`src/tos_pkg.sv`:
```
// ----------------------------------------------------------------------------
// tos_pkg
// Shared types, codes and helpers for the typed operand stack.
// ----------------------------------------------------------------------------
package tos_pkg;

    // sizes
    localparam int SLOT_DEPTH_DEF = 512;
    localparam int SLOT_W         = 32;
    localparam int VALUE_W        = 64;
    localparam int COUNT_OUT_W    = 10;
    localparam int VLIMIT_W       = 9;
    localparam int TYPE_W         = 3;
    localparam int RTYPE_W        = 4;
    localparam int OP_W           = 2;
    localparam int STATUS_W       = 2;

    // operation codes
    localparam logic [OP_W-1:0] OP_PUSH       = 2'd0;
    localparam logic [OP_W-1:0] OP_PUSH_TYPED = 2'd1;
    localparam logic [OP_W-1:0] OP_POP        = 2'd2;
    localparam logic [OP_W-1:0] OP_PEEK       = 2'd3;

    // value type codes
    localparam logic [TYPE_W-1:0] VT_INT    = 3'd0;
    localparam logic [TYPE_W-1:0] VT_FLOAT  = 3'd1;
    localparam logic [TYPE_W-1:0] VT_LONG   = 3'd2;
    localparam logic [TYPE_W-1:0] VT_DOUBLE = 3'd3;
    localparam logic [TYPE_W-1:0] VT_BOOL   = 3'd4;
    localparam logic [TYPE_W-1:0] VT_REF    = 3'd5;
    localparam logic [TYPE_W-1:0] VT_NONE   = 3'd7;

    // status codes
    localparam logic [STATUS_W-1:0] ST_OK       = 2'd0;
    localparam logic [STATUS_W-1:0] ST_EMPTY    = 2'd1;
    localparam logic [STATUS_W-1:0] ST_OVERFLOW = 2'd2;
    localparam logic [STATUS_W-1:0] ST_INVALID  = 2'd3;

    // register indexes
    localparam logic REG_WIDE_REFS   = 1'b0;
    localparam logic REG_VALUE_LIMIT = 1'b1;

    typedef enum logic [2:0] {
        S_IDLE,
        S_DECODE,
        S_PUSH_HI,
        S_READ_TOP,
        S_FINISH
    } t_state;

    // controller -> datapath
    typedef struct packed {
        logic load_in;
        logic wr_lo;
        logic wr_hi;
        logic rd_top;
        logic rd_below;
        logic cap_top;
        logic finish;
    } t_cmd;

    // datapath -> controller
    typedef struct packed {
        logic is_push;
        logic push_ok;
        logic push_two;
        logic stack_empty;
        logic out_busy;
    } t_status;

    // value takes a low and a high slot
    function automatic logic takes_two(input logic [TYPE_W-1:0] t, input logic wide);
        takes_two = (t == VT_LONG) || (t == VT_DOUBLE) || ((t == VT_REF) && wide);
    endfunction

endpackage

```
`src/tos_ctrl.sv`:
```
// ----------------------------------------------------------------------------
// tos_ctrl
// Sequencer for the operand stack: steps each request through decode,
// memory accesses and result hand-off.
// ----------------------------------------------------------------------------
module tos_ctrl
    import tos_pkg::*;
(
    input  logic    i_clk,
    input  logic    i_rst_n,
    input  logic    i_in_valid,
    input  t_status i_status,
    output logic    o_in_ready,
    output t_cmd    o_cmd
);

    t_state r_state;
    t_state n_state;

    // state register
    always_ff @(posedge i_clk) begin
        if (!i_rst_n) begin
            r_state <= S_IDLE;
        end else begin
            r_state <= n_state;
        end
    end

    // next state
    always_comb begin
        n_state = r_state;
        case (r_state)
            S_IDLE: begin
                if (i_in_valid) n_state = S_DECODE;
            end
            S_DECODE: begin
                if (i_status.is_push) begin
                    if (i_status.push_ok && i_status.push_two) n_state = S_PUSH_HI;
                    else                                       n_state = S_FINISH;
                end else begin
                    if (i_status.stack_empty) n_state = S_FINISH;
                    else                      n_state = S_READ_TOP;
                end
            end
            S_PUSH_HI:  n_state = S_FINISH;
            S_READ_TOP: n_state = S_FINISH;
            S_FINISH: begin
                if (!i_status.out_busy) n_state = S_IDLE;
            end
            default:    n_state = S_IDLE;
        endcase
    end

    // outputs
    always_comb begin
        o_cmd      = '0;
        o_in_ready = 1'b0;
        case (r_state)
            S_IDLE: begin
                o_in_ready    = 1'b1;
                o_cmd.load_in = i_in_valid;
            end
            S_DECODE: begin
                o_cmd.wr_lo  = i_status.is_push && i_status.push_ok;
                o_cmd.rd_top = !i_status.is_push && !i_status.stack_empty;
            end
            S_PUSH_HI: begin
                o_cmd.wr_hi = 1'b1;
            end
            S_READ_TOP: begin
                o_cmd.cap_top  = 1'b1;
                o_cmd.rd_below = 1'b1;
            end
            S_FINISH: begin
                o_cmd.finish = !i_status.out_busy;
            end
            default: begin
                o_cmd = '0;
            end
        endcase
    end

endmodule

```
`config.mk`:
```
export PLATFORM = sky130hd
export DESIGN_NAME = tos_ctrl
export DESIGN_NICKNAME = d
export VERILOG_FILES = /design/src/tos_pkg.sv /design/src/tos_ctrl.sv
export SDC_FILE = /design/constraint.sdc
export NUM_CORES = 1
export LEC_CHECK = 0
export BUFFER_PORTS_ARGS = -buffer_cell sky130_fd_sc_hd__clkbuf_2
export CAP_MARGIN = 20
export CORE_AREA = 2 2 39 41
export DETAILED_ROUTE_END_ITERATION = 10
export DIE_AREA = 0 0 41 43
export PLACE_DENSITY_LB_ADDON = 0.05
export SYNTH_ARGS = -nofsm -noshare
export SYNTH_HDL_FRONTEND = slang
export SYNTH_SLANG_ARGS = --single-unit
export TNS_END_PERCENT = 50
```
`constraint.sdc`:
```
create_clock -name i_clk -period 1.34 [get_ports i_clk]
set_clock_uncertainty 0.05 [all_clocks]
set_input_delay 0.067 -clock i_clk [delete_from_list [all_inputs] [get_ports i_clk]]
set_output_delay 0.067 -clock i_clk [all_outputs]
set_load 0.02 [all_outputs]
```
# After elaboration in Yosys (flattened, before gate mapping)
# Cells that the tools add are included.
dict set report classes {
  n_addsub 0
  multipliers 0
  n_div 0
  magnitude_cmp 0
  n_eq_ne 6
  shifts 0
  n_mux 13
  bitwise 0
  reduce_logical 9
}
# cell count
set op_table {}
lappend op_table {{$mux 3} 5}
lappend op_table {{$pmux 3 s4} 1}
lappend op_table {{$eq 3x2->1 const B} 2}
lappend op_table {{$mux 1} 6}
lappend op_table {{$ne 2x2->1 const B} 2}
lappend op_table {{$eq 3x1->1 const B} 1}
lappend op_table {{$eq 3x3->1 const B} 1}
lappend op_table {{$logic_and 1x1->1} 3}
lappend op_table {{$logic_not 1->1} 3}
lappend op_table {{$logic_not 3->1} 1}
lappend op_table {{$mux 2} 1}
lappend op_table {{$reduce_and 2->1} 1}
lappend op_table {{$reduce_or 2->1} 1}
dict set report totals {
  regBits 3
  latchBits 0
  ram_bits 0
  romBits 0
  in_bits 8
  out_inout_bits 8
  elab_cells 29
  memories 0
}

# Depth between registers and ports, before layout
dict set report logic_depth {
  depth_word 4
  ltp_mapped 3
  mapped_depth_nobuf 3
}

# Worst setup path after synthesis
# No wires, ideal clock.
dict set report synth_timing {
  path_kind {flip-flop to flip-flop}
  startpoint {reg r_state[0]}
  endpoint {reg r_state[0]}
  setup_time_ns 0.058
  arrival_ns 1.144
  t_required_ns 1.232
  path_slack_ns 0.088
  path_stages_with_launch 4
  n_path_buf 0
  period_less_slack_ns 1.252
  cell_sequence {dfxtp_1 nor3_2 and2_1 o21a_1}
}
dict set report synth_between {
  elab_chain_cells 3
  word_cells_on_any_way 10
  classes_between {6 x eq/ne; 1 x mux; 3 x reduce/logical}
}
# element line
set synth_rtl {}
lappend synth_rtl {{from (decl)} tos_ctrl.sv:17} ;# t_state r_state;
lappend synth_rtl {{from (signal assigned)} tos_ctrl.sv:25} ;# r_state <= n_state;
lappend synth_rtl {{$eq 3x2->1, or another cell as far along} tos_ctrl.sv:32} ;# case (r_state)
lappend synth_rtl {{$reduce_or 2->1 (no source line) / $ne 2x2->1 (equally long branches)} -}
lappend synth_rtl {{$pmux 3 s4 / $reduce_and 2->1 (equally long branches)} -}
# Several ways; a longest one is shown, not always the timed one.
# A chain may end at the register's enable or synchronous reset.

==> results.md <==
- CTS tree: built
- Most Crowded Layer GR: met2
- Final HPWL DP: 438 um
- Post-synth top area cell: dfxtp_1
- Nets: 48
- Hold_buf cts: 0
- Post-Syn Area: slightly above 200 um^2
- Initial antenna violation count: 0
- Final setup viols: 0
- Core Box Area: 0.00138 mm^2
- # DRC: 0
- Setup CP Type: reg -> out
- EDFF count, synth: 0
- Main flop type after synthesis: dfxtp_1
- Setup TNS: 0 ns
- Top reg by flops: r_state
- GP Congestion: around 0.56
- Rel. slew slack: 81.7%
- Req. time, crit path: around 1.2 ns
- Max-Cap Viols: 0
- Final wirelength: about 520 um
- Largest regs: r_state x3
- Final Cell Area: between 300 and 400 um^2
- Met2 global-route usage: under 10%
- Ports: 16
- Initial Utilization: approximately 15%
- Vias in the first global route: ~220
- Post-route antenna net violation count: 0
- Hold Path Class: in -> reg
- Reg2reg end: r_state[2]
- GR Layer Usage met3: 2.09%
- R2r worst-path depth: 2
- Clock sink total: 3
- Syn Area/Cell: roughly 10 um^2
- DRT iter0 DRCs: 0
- Number of hold violations in the final report: 0
- Clock latency on the worst-skew pair: 0.23 ns
- Syn-to-layout area delta: 62.4%
- Die width: slightly above 40 um
- Most frequent cell after synthesis: dfxtp_1
- Via/cell ratio: around 4.3
- Status: completed
- Actual transition at the worst max-transition pin: roughly 0.27 ns
- Total CTS buffers: 3
- Synth async-reset ratio: 0%
- Die Height: between 40 and 50 um
- Non-Filler Instances: 55
- Sequential cell area fraction in the yosys report: approximately 29%
- Pre-CTS WS: 0.216 ns
- Synthesized Nets: 29
- Max reg flops: 3
- Crit Path Max Fanout: 6
- Layout cells sized above 1: between 70% and 80%
- Pwr dens: 993 mW/mm^2
- Final Critical Period: roughly 1.3 ns
- IO Port Bufs: 15
- Row cnt: 14
- Reg-to-reg critical path startpoint: r_state[2]
- Setup WS post-layout: between 0.06 and 0.07 ns
- Drt pass-1 iters: 1
- Warnings, synthesis: 0
- Maximum vdd drop: roughly 0.00033 V
- Slew Limit Fails: 0
- Startpoint Class: flip-flop
- Aggregate global routing overflow: 0
- # diodes: 0
- Cell Area, Placed: 294 um^2
- Leakage: 0.168 nW
- Total power: roughly 0.33 mW
- Critical path capture point type: output pin
- Max Fclk: between 0.7 and 0.8 GHz
- Met1 Usage GRT: 7.67%
- GRT Total Usage: 7.11%
- Count of unique library cells instantiated by Yosys: 19
- Hold EP: r_state[2]
- Avg WL per Cell: roughly 9.4 um
- Post-Place Cells: 51
- Hold wc startpoint: i_rst_n
- Synth Instances: 21
- H-tree Lvls: 1
- Hold Crit Depth: 2
- Clock transition at the registers of the reported paths: about 0.040 ns
- Die area: approximately 0.0018 mm^2
- Synth top area cells: dfxtp_1, and4bb_1, and4bb_2
- Pin count of the biggest net entering global routing: 8
- Yosys reg bits: 3
- CTS max path bufs: 2
- First-pass GRT wire length: about 810 um
- Vias: between 200 and 250
- Period utilization: between 90% and 100%
- CTS Root Cell: clkbuf_4
- R2R Setup Slk: ~0.32 ns
- Arrival @ worst endpoint: 1.15 ns
- Synth top area share: 29.1%
cell families (layout without fill, tap and decap cells):
group / count (synthesis) / in the layout / share of synthesized area [%]
compound gates: 3 / 3 / 10.3
flops: 3 / 3 / 29.1
buf+inv: 1 / 19 / 3.64
simple gates: 14 / 14 / 57.0
layout make-up:
class                           instances  area (um^2)
Clock buffer                            4         26.3
Fill cell                             165         1050
Multi-Input combinational cell         17          145
Sequential cell                         3         68.8
Tap cell                               16         20.0
Timing Repair Buffer                   15         75.1
worst max path at each step:
stage	from	end	slack, ns	depth (start not counted)
after floorplan	r_state[0]	r_state[0]	0.09	3
after global placement	r_state[0]	o_cmd[3]	0.19	3
after detailed placement	r_state[0]	o_cmd[5]	0.22	3
after CTS	r_state[0]	o_cmd[3]	0.04	3
after global routing	r_state[0]	o_cmd[5]	-0.002	3
final	r_state[2]	o_cmd[2]	0.07	3
placed cells by master, fill, tap and decap left out:
| cell type | instances |
|---|---|
| dfxtp_2 | 1 |
| and2_1 | 1 |
| and2_2 | 1 |
| clkbuf_4 | 3 |
| clkbuf_1 | 1 |
| nand3_1 | 1 |
| clkbuf_2 | 15 |
| nor3b_4 | 1 |
| o21ai_0 | 1 |
| o31a_1 | 1 |
| and2b_1 | 1 |
| nor3_2 | 1 |
| and2_4 | 1 |
| and4bb_1 | 1 |
| and3_1 | 1 |
| nor4b_1 | 1 |
| and2b_2 | 1 |
| and3_2 | 1 |
| nor2_1 | 1 |
| o21a_1 | 1 |
| and4bb_2 | 1 |
| dfxtp_4 | 2 |
worst max-delay path: stages, from the launching register on:
cell and delay (ns):
dfxtp_4 0.37, and2b_1 0.20, and2_2 0.19, clkbuf_2 0.15
per-layer routing:
metal	vias to the layer above	wire length, um
met1	110	211
met3	2	58
met5	-	0
met4	0	15
met2	14	234
li1	113	-
what timing repair did:
action | 4_1_cts | 5_1_grt
buffers inserted | 0 | 0
endpoints found under the setup margin | 5 | 2
gates resized for setup | 2 | 4
per-stage QoR:
| stage | util [%] | hold WS, ns |
|---|---|---|
| floorplan | - | 0.135 |
| global placement | 21.2 | 0.276 |
| detailed placement | 21.2 | 0.269 |
| CTS | 23.3 | 0.0158 |
| global route | 24.2 | 0.0199 |
| finish | 24.2 | 0.0200 |
power by group:
| group | internal, mW | switching [mW] | total [mW] |
|---|---|---|---|
| combinational | 0.0357 | 0.0338 | 0.0695 |
| sequential | 0.0949 | 0.00975 | 0.105 |
| clock | 0.112 | 0.0473 | 0.159 |
Note: power is estimated with default switching activity, not from simulation.
